`src/rtl/usb_descriptor_tree_walker_top_assert.svh`:
```
// assertion macros for the descriptor tree walker
`ifndef USB_DESCRIPTOR_TREE_WALKER_TOP_ASSERT_SVH
`define USB_DESCRIPTOR_TREE_WALKER_TOP_ASSERT_SVH

// condition holds whenever out of reset
`define UDTW_ASSERT_ALWAYS(label, ck, rs, cond) \
  label: assert property (@(posedge ck) disable iff (rs) (cond)) \
    else $error("udtw check failed");

// antecedent implies consequent in the same cycle
`define UDTW_ASSERT_IMP(label, ck, rs, ante, cons) \
  label: assert property (@(posedge ck) disable iff (rs) (ante) |-> (cons)) \
    else $error("udtw check failed");

// antecedent implies consequent in the next cycle
`define UDTW_ASSERT_NXT(label, ck, rs, ante, cons) \
  label: assert property (@(posedge ck) disable iff (rs) (ante) |=> (cons)) \
    else $error("udtw check failed");

`endif

```
`src/rtl/udtw_pkg.sv`:
```
package udtw_pkg;

  localparam int PAIR_REGS   = 6;
  localparam int CFG_INDEX_W = 3;
  localparam int CFG_DATA_W  = 16;

  localparam int MAX_DEPTH_DEF    = 8;
  localparam int NEST_ENTRIES_DEF = 6;
  localparam int BUFFER_BYTES_DEF = 65535;

  localparam logic [CFG_INDEX_W-1:0] REG_NEST_PAIR_A = 3'd0;
  localparam logic [CFG_INDEX_W-1:0] REG_NEST_PAIR_B = 3'd1;
  localparam logic [CFG_INDEX_W-1:0] REG_NEST_PAIR_C = 3'd2;
  localparam logic [CFG_INDEX_W-1:0] REG_NEST_PAIR_D = 3'd3;
  localparam logic [CFG_INDEX_W-1:0] REG_NEST_PAIR_E = 3'd4;
  localparam logic [CFG_INDEX_W-1:0] REG_NEST_PAIR_F = 3'd5;

  localparam logic [CFG_DATA_W-1:0] PAIR_RESET [PAIR_REGS] = '{
    16'h0204, 16'h0405, 16'h0530, 16'h0429, 16'h0421, 16'h2122
  };

  typedef enum logic [1:0] {
    PH_LEN  = 2'd0,
    PH_TYPE = 2'd1,
    PH_BODY = 2'd2
  } phase_t;

  typedef enum logic [1:0] {
    FAULT_NONE     = 2'd0,
    FAULT_ZERO_LEN = 2'd1,
    FAULT_TOO_DEEP = 2'd2,
    FAULT_TOO_LONG = 2'd3
  } fault_t;

  typedef struct packed {
    logic        visit;
    logic [15:0] desc_offset;
    logic [3:0]  nest_depth;
    logic [7:0]  desc_type;
    logic        walk_done;
    fault_t      fault;
  } result_t;

endpackage

```
`src/rtl/usb_descriptor_tree_walker_top.sv`:
```
// descriptor tree walker: takes a descriptor buffer one byte per transfer on the
// input channel (data_byte, last_byte; in_valid / in_stall) and returns one result
// per byte on the output channel (visit, desc_offset, nest_depth, desc_type,
// walk_done, fault; out_valid / out_stall).
// a result is registered in the result register, or in the skid register if that one waits.
// throughput: one byte per cycle while in_stall is low; the ancestor stack is compared
// against the nesting table in parallel, so the single pass of logic between the byte
// and the result register sets the rate.
// a two-entry output buffer (result register plus skid register) lets a byte be
// taken while the previous result waits; in_stall rises only once the skid
// register holds a result, and drops the cycle after the receiver drains it.
// the user must write the nesting table through cfg_we / cfg_index / cfg_data only while the
// walker is idle, which the block itself does not enforce; indexes beyond the table are ignored.
// reset loads the default table, clears the walk state and empties the output
// buffer; after a byte marked last the walk state returns to its reset values.
module usb_descriptor_tree_walker_top
  import udtw_pkg::*;
#(
  parameter int MAX_DEPTH    = MAX_DEPTH_DEF,
  parameter int NEST_ENTRIES = NEST_ENTRIES_DEF,
  parameter int BUFFER_BYTES = BUFFER_BYTES_DEF
) (
  input  logic                   clk,
  input  logic                   rst,
  input  logic                   cfg_we,
  input  logic [CFG_INDEX_W-1:0] cfg_index,
  input  logic [CFG_DATA_W-1:0]  cfg_data,
  input  logic                   in_valid,
  output logic                   in_stall,
  input  logic [7:0]             data_byte,
  input  logic                   last_byte,
  output logic                   out_valid,
  input  logic                   out_stall,
  output logic                   visit,
  output logic [15:0]            desc_offset,
  output logic [3:0]             nest_depth,
  output logic [7:0]             desc_type,
  output logic                   walk_done,
  output logic [1:0]             fault
);

  localparam int DW     = $clog2(MAX_DEPTH + 1);
  localparam int USED   = (NEST_ENTRIES < PAIR_REGS) ? NEST_ENTRIES : PAIR_REGS;
  localparam logic [15:0] BUF_LIMIT = 16'(BUFFER_BYTES);

  logic [CFG_DATA_W-1:0] nest_pair [PAIR_REGS];

  logic [15:0]   byte_position, byte_position_next;
  logic [15:0]   next_start, next_start_next;
  logic [15:0]   cur_start, cur_start_next;
  phase_t        byte_phase, byte_phase_next;
  logic [DW-1:0] top_depth, top_depth_next;
  logic          ended_flag, ended_flag_next;
  logic [7:0]    anc [MAX_DEPTH+1];
  logic          anc_we;
  logic [DW-1:0] anc_wa;

  logic [USED-1:0]      child_ok;
  logic [MAX_DEPTH:0]   hit;
  logic                 any_hit;
  logic [DW-1:0]        found;
  logic [16:0]          len_sum;

  result_t res;
  result_t out_q, skid_q;
  logic    skid_valid;
  logic    accept, take;

  assign accept   = in_valid && !in_stall;
  assign take     = out_valid && !out_stall;
  assign in_stall = skid_valid;

  // nesting table
  always_ff @(posedge clk) begin
    if (rst) begin
      for (int k = 0; k < PAIR_REGS; k++) begin
        nest_pair[k] <= PAIR_RESET[k];
      end
    end else if (cfg_we) begin
      unique case (cfg_index)
        REG_NEST_PAIR_A: nest_pair[0] <= cfg_data;
        REG_NEST_PAIR_B: nest_pair[1] <= cfg_data;
        REG_NEST_PAIR_C: nest_pair[2] <= cfg_data;
        REG_NEST_PAIR_D: nest_pair[3] <= cfg_data;
        REG_NEST_PAIR_E: nest_pair[4] <= cfg_data;
        REG_NEST_PAIR_F: nest_pair[5] <= cfg_data;
        default: ;
      endcase
    end
  end

  // table entries up to the first zero byte, matched against the incoming type
  always_comb begin
    logic live;
    live = 1'b1;
    for (int k = 0; k < USED; k++) begin
      live        = live && (nest_pair[k][15:8] != 8'd0) && (nest_pair[k][7:0] != 8'd0);
      child_ok[k] = live && (nest_pair[k][7:0] == data_byte);
    end
  end

  // every live stack level checked at once; deepest hit wins
  always_comb begin
    hit   = '0;
    found = '0;
    for (int i = 0; i <= MAX_DEPTH; i++) begin
      for (int k = 0; k < USED; k++) begin
        if (child_ok[k] && (nest_pair[k][15:8] == anc[i]) && (i <= int'(top_depth))) begin
          hit[i] = 1'b1;
        end
      end
    end
    for (int i = 0; i <= MAX_DEPTH; i++) begin
      if (hit[i]) begin
        found = DW'(i);
      end
    end
  end

  assign any_hit = |hit;
  assign len_sum = {1'b0, byte_position} + {9'd0, data_byte};

  always_comb begin
    byte_position_next = byte_position;
    next_start_next    = next_start;
    cur_start_next     = cur_start;
    byte_phase_next    = byte_phase;
    top_depth_next     = top_depth;
    ended_flag_next    = ended_flag;
    anc_we             = 1'b0;
    anc_wa             = '0;
    res                = '0;
    res.fault          = FAULT_NONE;
    if (accept) begin
      if (!ended_flag) begin
        if (byte_position >= BUF_LIMIT) begin
          res.fault       = FAULT_TOO_LONG;
          ended_flag_next = 1'b1;
        end else begin
          if (byte_phase == PH_TYPE) begin
            byte_phase_next = PH_BODY;
            if (cur_start == 16'd0) begin
              // root descriptor
              anc_we         = 1'b1;
              anc_wa         = '0;
              top_depth_next = '0;
              res.visit      = 1'b1;
              res.nest_depth = 4'd0;
            end else if (!any_hit) begin
              ended_flag_next = 1'b1;
            end else if (found == DW'(MAX_DEPTH)) begin
              res.fault       = FAULT_TOO_DEEP;
              ended_flag_next = 1'b1;
            end else begin
              top_depth_next = found + DW'(1);
              anc_we         = 1'b1;
              anc_wa         = top_depth_next;
              res.visit      = 1'b1;
              res.nest_depth = 4'(top_depth_next);
            end
            if (res.visit) begin
              res.desc_offset = cur_start;
              res.desc_type   = data_byte;
            end
          end
          // same byte may also be the next length byte
          if (!ended_flag_next && (byte_position == next_start)) begin
            if (data_byte == 8'd0) begin
              res.fault       = FAULT_ZERO_LEN;
              ended_flag_next = 1'b1;
            end else begin
              cur_start_next  = byte_position;
              next_start_next = len_sum[16] ? 16'hFFFF : len_sum[15:0];
              byte_phase_next = PH_TYPE;
              if (last_byte && (byte_position == 16'd0)) begin
                // buffer ends before the root's type byte
                res.visit       = 1'b1;
                res.nest_depth  = 4'd0;
                res.desc_type   = 8'd0;
                res.desc_offset = 16'd0;
              end
            end
          end
        end
      end
      if (byte_position != 16'hFFFF) begin
        byte_position_next = byte_position + 16'd1;
      end
      res.walk_done = ended_flag_next || last_byte;
      if (last_byte) begin
        byte_position_next = '0;
        next_start_next    = '0;
        cur_start_next     = '0;
        byte_phase_next    = PH_LEN;
        top_depth_next     = '0;
        ended_flag_next    = 1'b0;
      end
    end
  end

  always_ff @(posedge clk) begin
    if (rst) begin
      byte_position <= '0;
      next_start    <= '0;
      cur_start     <= '0;
      byte_phase    <= PH_LEN;
      top_depth     <= '0;
      ended_flag    <= 1'b0;
    end else begin
      byte_position <= byte_position_next;
      next_start    <= next_start_next;
      cur_start     <= cur_start_next;
      byte_phase    <= byte_phase_next;
      top_depth     <= top_depth_next;
      ended_flag    <= ended_flag_next;
    end
  end

  // ancestor type stack
  always_ff @(posedge clk) begin
    if (anc_we) begin
      anc[anc_wa] <= data_byte;
    end
  end

  // result register with skid stage
  always_ff @(posedge clk) begin
    if (rst) begin
      out_valid  <= 1'b0;
      skid_valid <= 1'b0;
    end else begin
      if (accept) begin
        if (!out_valid || take) begin
          out_valid <= 1'b1;
        end else begin
          skid_valid <= 1'b1;
        end
      end else if (take) begin
        if (skid_valid) begin
          skid_valid <= 1'b0;
        end else begin
          out_valid <= 1'b0;
        end
      end
    end
  end

  always_ff @(posedge clk) begin
    if (accept) begin
      if (!out_valid || take) begin
        out_q <= res;
      end else begin
        skid_q <= res;
      end
    end else if (take && skid_valid) begin
      out_q <= skid_q;
    end
  end

  assign visit       = out_q.visit;
  assign desc_offset = out_q.desc_offset;
  assign nest_depth  = out_q.nest_depth;
  assign desc_type   = out_q.desc_type;
  assign walk_done   = out_q.walk_done;
  assign fault       = out_q.fault;

`include "usb_descriptor_tree_walker_top_assert.svh"

  `UDTW_ASSERT_IMP(a_skid_behind_head, clk, rst, skid_valid, out_valid)
  `UDTW_ASSERT_ALWAYS(a_depth_in_range, clk, rst, int'(top_depth) <= MAX_DEPTH)
  `UDTW_ASSERT_IMP(a_fault_ends_walk, clk, rst, out_valid && (out_q.fault != FAULT_NONE), out_q.walk_done)
  `UDTW_ASSERT_NXT(a_last_clears_walk, clk, rst, accept && last_byte, (top_depth == '0) && !ended_flag && (byte_position == '0) && (byte_phase == PH_LEN))

endmodule

```
`config.mk`:
```
export PLATFORM = sky130hd
export DESIGN_NAME = usb_descriptor_tree_walker_top
export DESIGN_NICKNAME = d
export VERILOG_FILES = /design/src/rtl/udtw_pkg.sv /design/src/rtl/usb_descriptor_tree_walker_top.sv
export VERILOG_INCLUDE_DIRS = /design/src /design/src/rtl
export SDC_FILE = /design/constraint.sdc
export NUM_CORES = 1
export LEC_CHECK = 0
export ABC_AREA = 1
export BUFFER_PORTS_ARGS = -buffer_cell sky130_fd_sc_hd__buf_2
export CORE_MARGIN = 4
export CORE_UTILIZATION = 40
export CTS_BUF_LIST = sky130_fd_sc_hd__clkbuf_8
export DETAILED_ROUTE_END_ITERATION = 7
export PLACE_DENSITY_LB_ADDON = 0.25
export SYNTH_ARGS = -nofsm -noshare
export SYNTH_HDL_FRONTEND = slang
export SYNTH_SLANG_ARGS = --single-unit
```
`constraint.sdc`:
```
create_clock -name clk -period 6.7 [get_ports clk]
set_input_delay 0.335 -clock clk [delete_from_list [all_inputs] [get_ports clk]]
set_output_delay 0.335 -clock clk [all_outputs]
set_load 0.02 [all_outputs]
```
==> impl_summary.md <==
Run status
The flow ran to the end, and the final reports show no timing, DRC or antenna violations.

Pwr
The leakage power figure is 7.73 nW. The design draws 4.25 mW. IR analysis of the VDD net gives a maximum drop of 0.000180 V. The power density normalized to cell area is 211 nW/um^2.

Synth
The top cell type's share of synthesized area is 0.370. Yosys mapped a number of flops with a built-in enable equal to 232. Sorting the synthesized cells by area gives the leading types as edfxtp_1 37%, xor2_1 13%, xnor2_1 10%, nor2_1 7.0%, dfxtp_1 6.1%. A synthesized cell averages 8.73 um^2. Counting flops with an async set or reset pin after synthesis yields a share of 0. The flop and latch count out of synthesis is 289. The cell count after synthesis came out at 2158.

The most used flip-flop cell after synthesis is edfxtp_1. The number of library cell types mapped by synthesis is 46. The largest area contributor in the netlist is edfxtp_1.

The sequential-to-total area share from yosys stat is 0.430. The number of nets in the synthesized netlist is 2204. The number of warnings issued by yosys is 0. The post-synthesis instance area is 18800 um^2.

Die
The horizontal die dimension is 225 um. The die covers 50600 um^2. 67 I/O pins were placed. The core region is 46600 um^2. The initial utilization of the core area, before any placement, comes to 0.405. The die is 225 um tall.

The floorplan has 79 rows.

STA
The upper clock frequency limit is 227 MHz. The number of hold violations in the final report is 0. The total negative slack for setup checks is 0 ps. Counting I/O delays and the setup requirement, the final critical path takes 4410 ps. The fraction of the cycle the final worst path needs is 0.658. The slew at the pin with the worst max-slew slack is 1040 ps. The relative max-transition margin is 0.302. Setup repair after global routing left no endpoint under its margin. The number of slew-limit violations in the final report is 0. Setup violations remaining at the end of the flow were counted as 0. The clock arrives with 42.1 ps of skew.

Route
After detailed routing, the number of remaining DRC violations is 0. For this block, the via count after detailed routing is 14394. The number of iterations in the first detailed-routing pass is 8. The count of nets left with antenna violations once routing finished came out at 0. The aggregate routed wire length is 54.7 mm.

The count of routing violations after the opening detailed-route iteration is 1121. In the final routed layout, each cell accounts on average for 19.8 um. The routed via count divided by cell count is 5.21.

Clock tree
The cts-stage hold buffer count is 0. At the later pin of the worst-skew pair, clock insertion delay measures 630 ps. The root buffer cell is clkbuf_8. For this design, the sink count on the clock tree is 289.

The CTS H-tree depth is 2. In this run, CTS created clock tree buffers numbering 49. The CTS tree is built. Buffers added to address setup during post-CTS repair amount to 0. Clock-pin slew was measured on the worst setup and hold paths at 60 ps.

The number of gates resized after CTS was 0. In this run the deepest clock path goes through 3 buffers.

Finish
The share of final-layout standard cells stronger than drive strength 1 is 0.0900. The area added between synthesis and finish is 6.90%. Fill cells in the final layout number 4542. The final design utilization is 0.432. In the final design database the tool counted 2162 nets.

Worst setup path
STA puts the critical path data required time at 6930 ps. The capturing element type of the critical path is a flop. Among all stages on the critical path, the largest delay is contributed by edfxtp_1. Of all nets on the critical path, the largest fanout is 18. The critical path start-end classification is reg -> reg.

Data arrives at the worst endpoint at 4640 ps. The worst setup path is launched from a flop. The worst stage delay on the critical path is 840 ps. The dominant cell type by count on the critical path is nand2_1.

Global route
The total overflow reported by the global router is 0. The number of antenna violations at the first check in global routing came to 0. The number of global-route vias before repair is 14147.

For this run, the total global-route usage over all layers was measured as 0.213. The maximum number of pins on one net before global-route repair is 53. The first global-routing pass estimated 83.6 mm of wire.

Place
Input and output buffers added on the ports amount to 66. The routability congestion estimate is 0.945. The detailed-placement wirelength estimate is 41.0 mm.

Worst hold path
The min-delay analysis places its worst path in the category in -> reg.

Run
The total of max-cap violations is 0.
==> worst max-delay path: cells and delay by family (launching register included) <==
kind | cells | cell delay, ps
simple gates | 24 | 2810
fa+ha+maj | 1 | 200
flops | 1 | 840
buf+inv | 2 | 140
==> cell families after synthesis <==
group,count (synthesis),synth area share
simple gates,939,0.223
xor+xnor,486,0.226
buf+inv,317,0.0747
flops,289,0.430
compound gates,114,0.0364
fa+ha+maj,13,0.00903
==> cells in the final DEF, fill, tap and decap left out, types with 7 or more instances in the layout <==
| cell | count |
|---|---|
| nand3_1 | 122 |
| nand4_1 | 98 |
| xnor2_1 | 217 |
| inv_1 | 159 |
| a21oi_1 | 48 |
| nor3_1 | 18 |
| dfxtp_1 | 57 |
| ha_1 | 12 |
| buf_2 | 66 |
| nor2_2 | 13 |
| nor4_1 | 18 |
| o22ai_2 | 9 |
| clkbuf_8 | 50 |
| xor2_1 | 269 |
| o21ai_1 | 7 |
| clkinv_1 | 16 |
| edfxtp_1 | 232 |
| o21ai_0 | 28 |
| or2_2 | 11 |
| nor2_1 | 349 |
| nand2_1 | 285 |
==> sequential cells by signal, indices dropped and copies added, names as in the netlist, 4 cells and up <==
name	flops
top_depth	4
cur_start	16
nest_pair	96
next_start	16
byte_position	16
anc	72
desc_offset	16
skid_q	32
nest_depth	4
desc_type	8
==> synthesized netlist by cell type (3+ instances only) <==
master,n
nand2_2,6
nand3b_1,3
buf_4,16
o22ai_2,9
o21ai_1,7
o22ai_1,6
ha_1,12
nand2_4,6
nor2_1,350
nand4_1,98
o21ai_0,28
edfxtp_1,232
buf_2,44
or2_2,11
xor2_1,269
buf_6,12
dfxtp_1,57
nand2_1,285
nand3_1,122
inv_1,148
inv_2,3
clkbuf_1,91
a21oi_1,49
nor4_1,18
nor3_1,18
a211oi_1,5
xnor2_1,217
nor2_2,12
==> worst paths after layout <==
kind	from	to	slack, ps	depth (start not counted)
worst max-delay path	nest_pair[1][10]	anc[4][0]	2290	27
worst min-delay path	cfg_data[5]	nest_pair[2][5]	110	3
worst max register to register	nest_pair[1][10]	anc[4][0]	2290	27
worst min register to register	byte_phase[1]	byte_phase[1]	460	2
==> cell type report <==
| class | count | area [um^2] | share of cell area |
|---|---|---|---|
| antenna | 1 | 2.50 | 0.000124 |
| clock buffer | 50 | 688 | 0.0342 |
| clock inverter | 40 | 300 | 0.0149 |
| inverter | 153 | 574 | 0.0285 |
| multi-input combinational | 1552 | 9330 | 0.464 |
| sequential | 289 | 8110 | 0.403 |
| tap | 607 | 759 | 0.0377 |
| timing repair buffer | 71 | 368 | 0.0183 |
==> through the flow <==
stage | cell area [um^2] | worst slack [ps] | hold WS, ps | std cells
2_1_floorplan | 18800 | 3330 | 434 | 2158
4_1_cts | 20100 | 2370 | 74.2 | 2762
3_5_place_dp | 19100 | 2270 | 453 | 2672
3_3_place_gp | 19100 | 2370 | 454 | 2672
6_report | 20100 | 2290 | 107 | 2763
5_1_grt | 20100 | 2000 | 101 | 2762
==> where the power goes <==
part,total (mW),internal [mW],switching (mW)
Sequential,2.16,2.01,0.146
Combinational,0.493,0.190,0.302
Clock,1.60,0.859,0.743
==> per-layer routing <==
layer,vias up,global-route usage,share of wire
met5,-,0,0
met3,108,0.0292,0.048
li1,6911,-,-
met1,6959,0.277,0.44
met2,416,0.364,0.48
met4,0,0.0741,0.032
(Power assumes the default switching activity.)
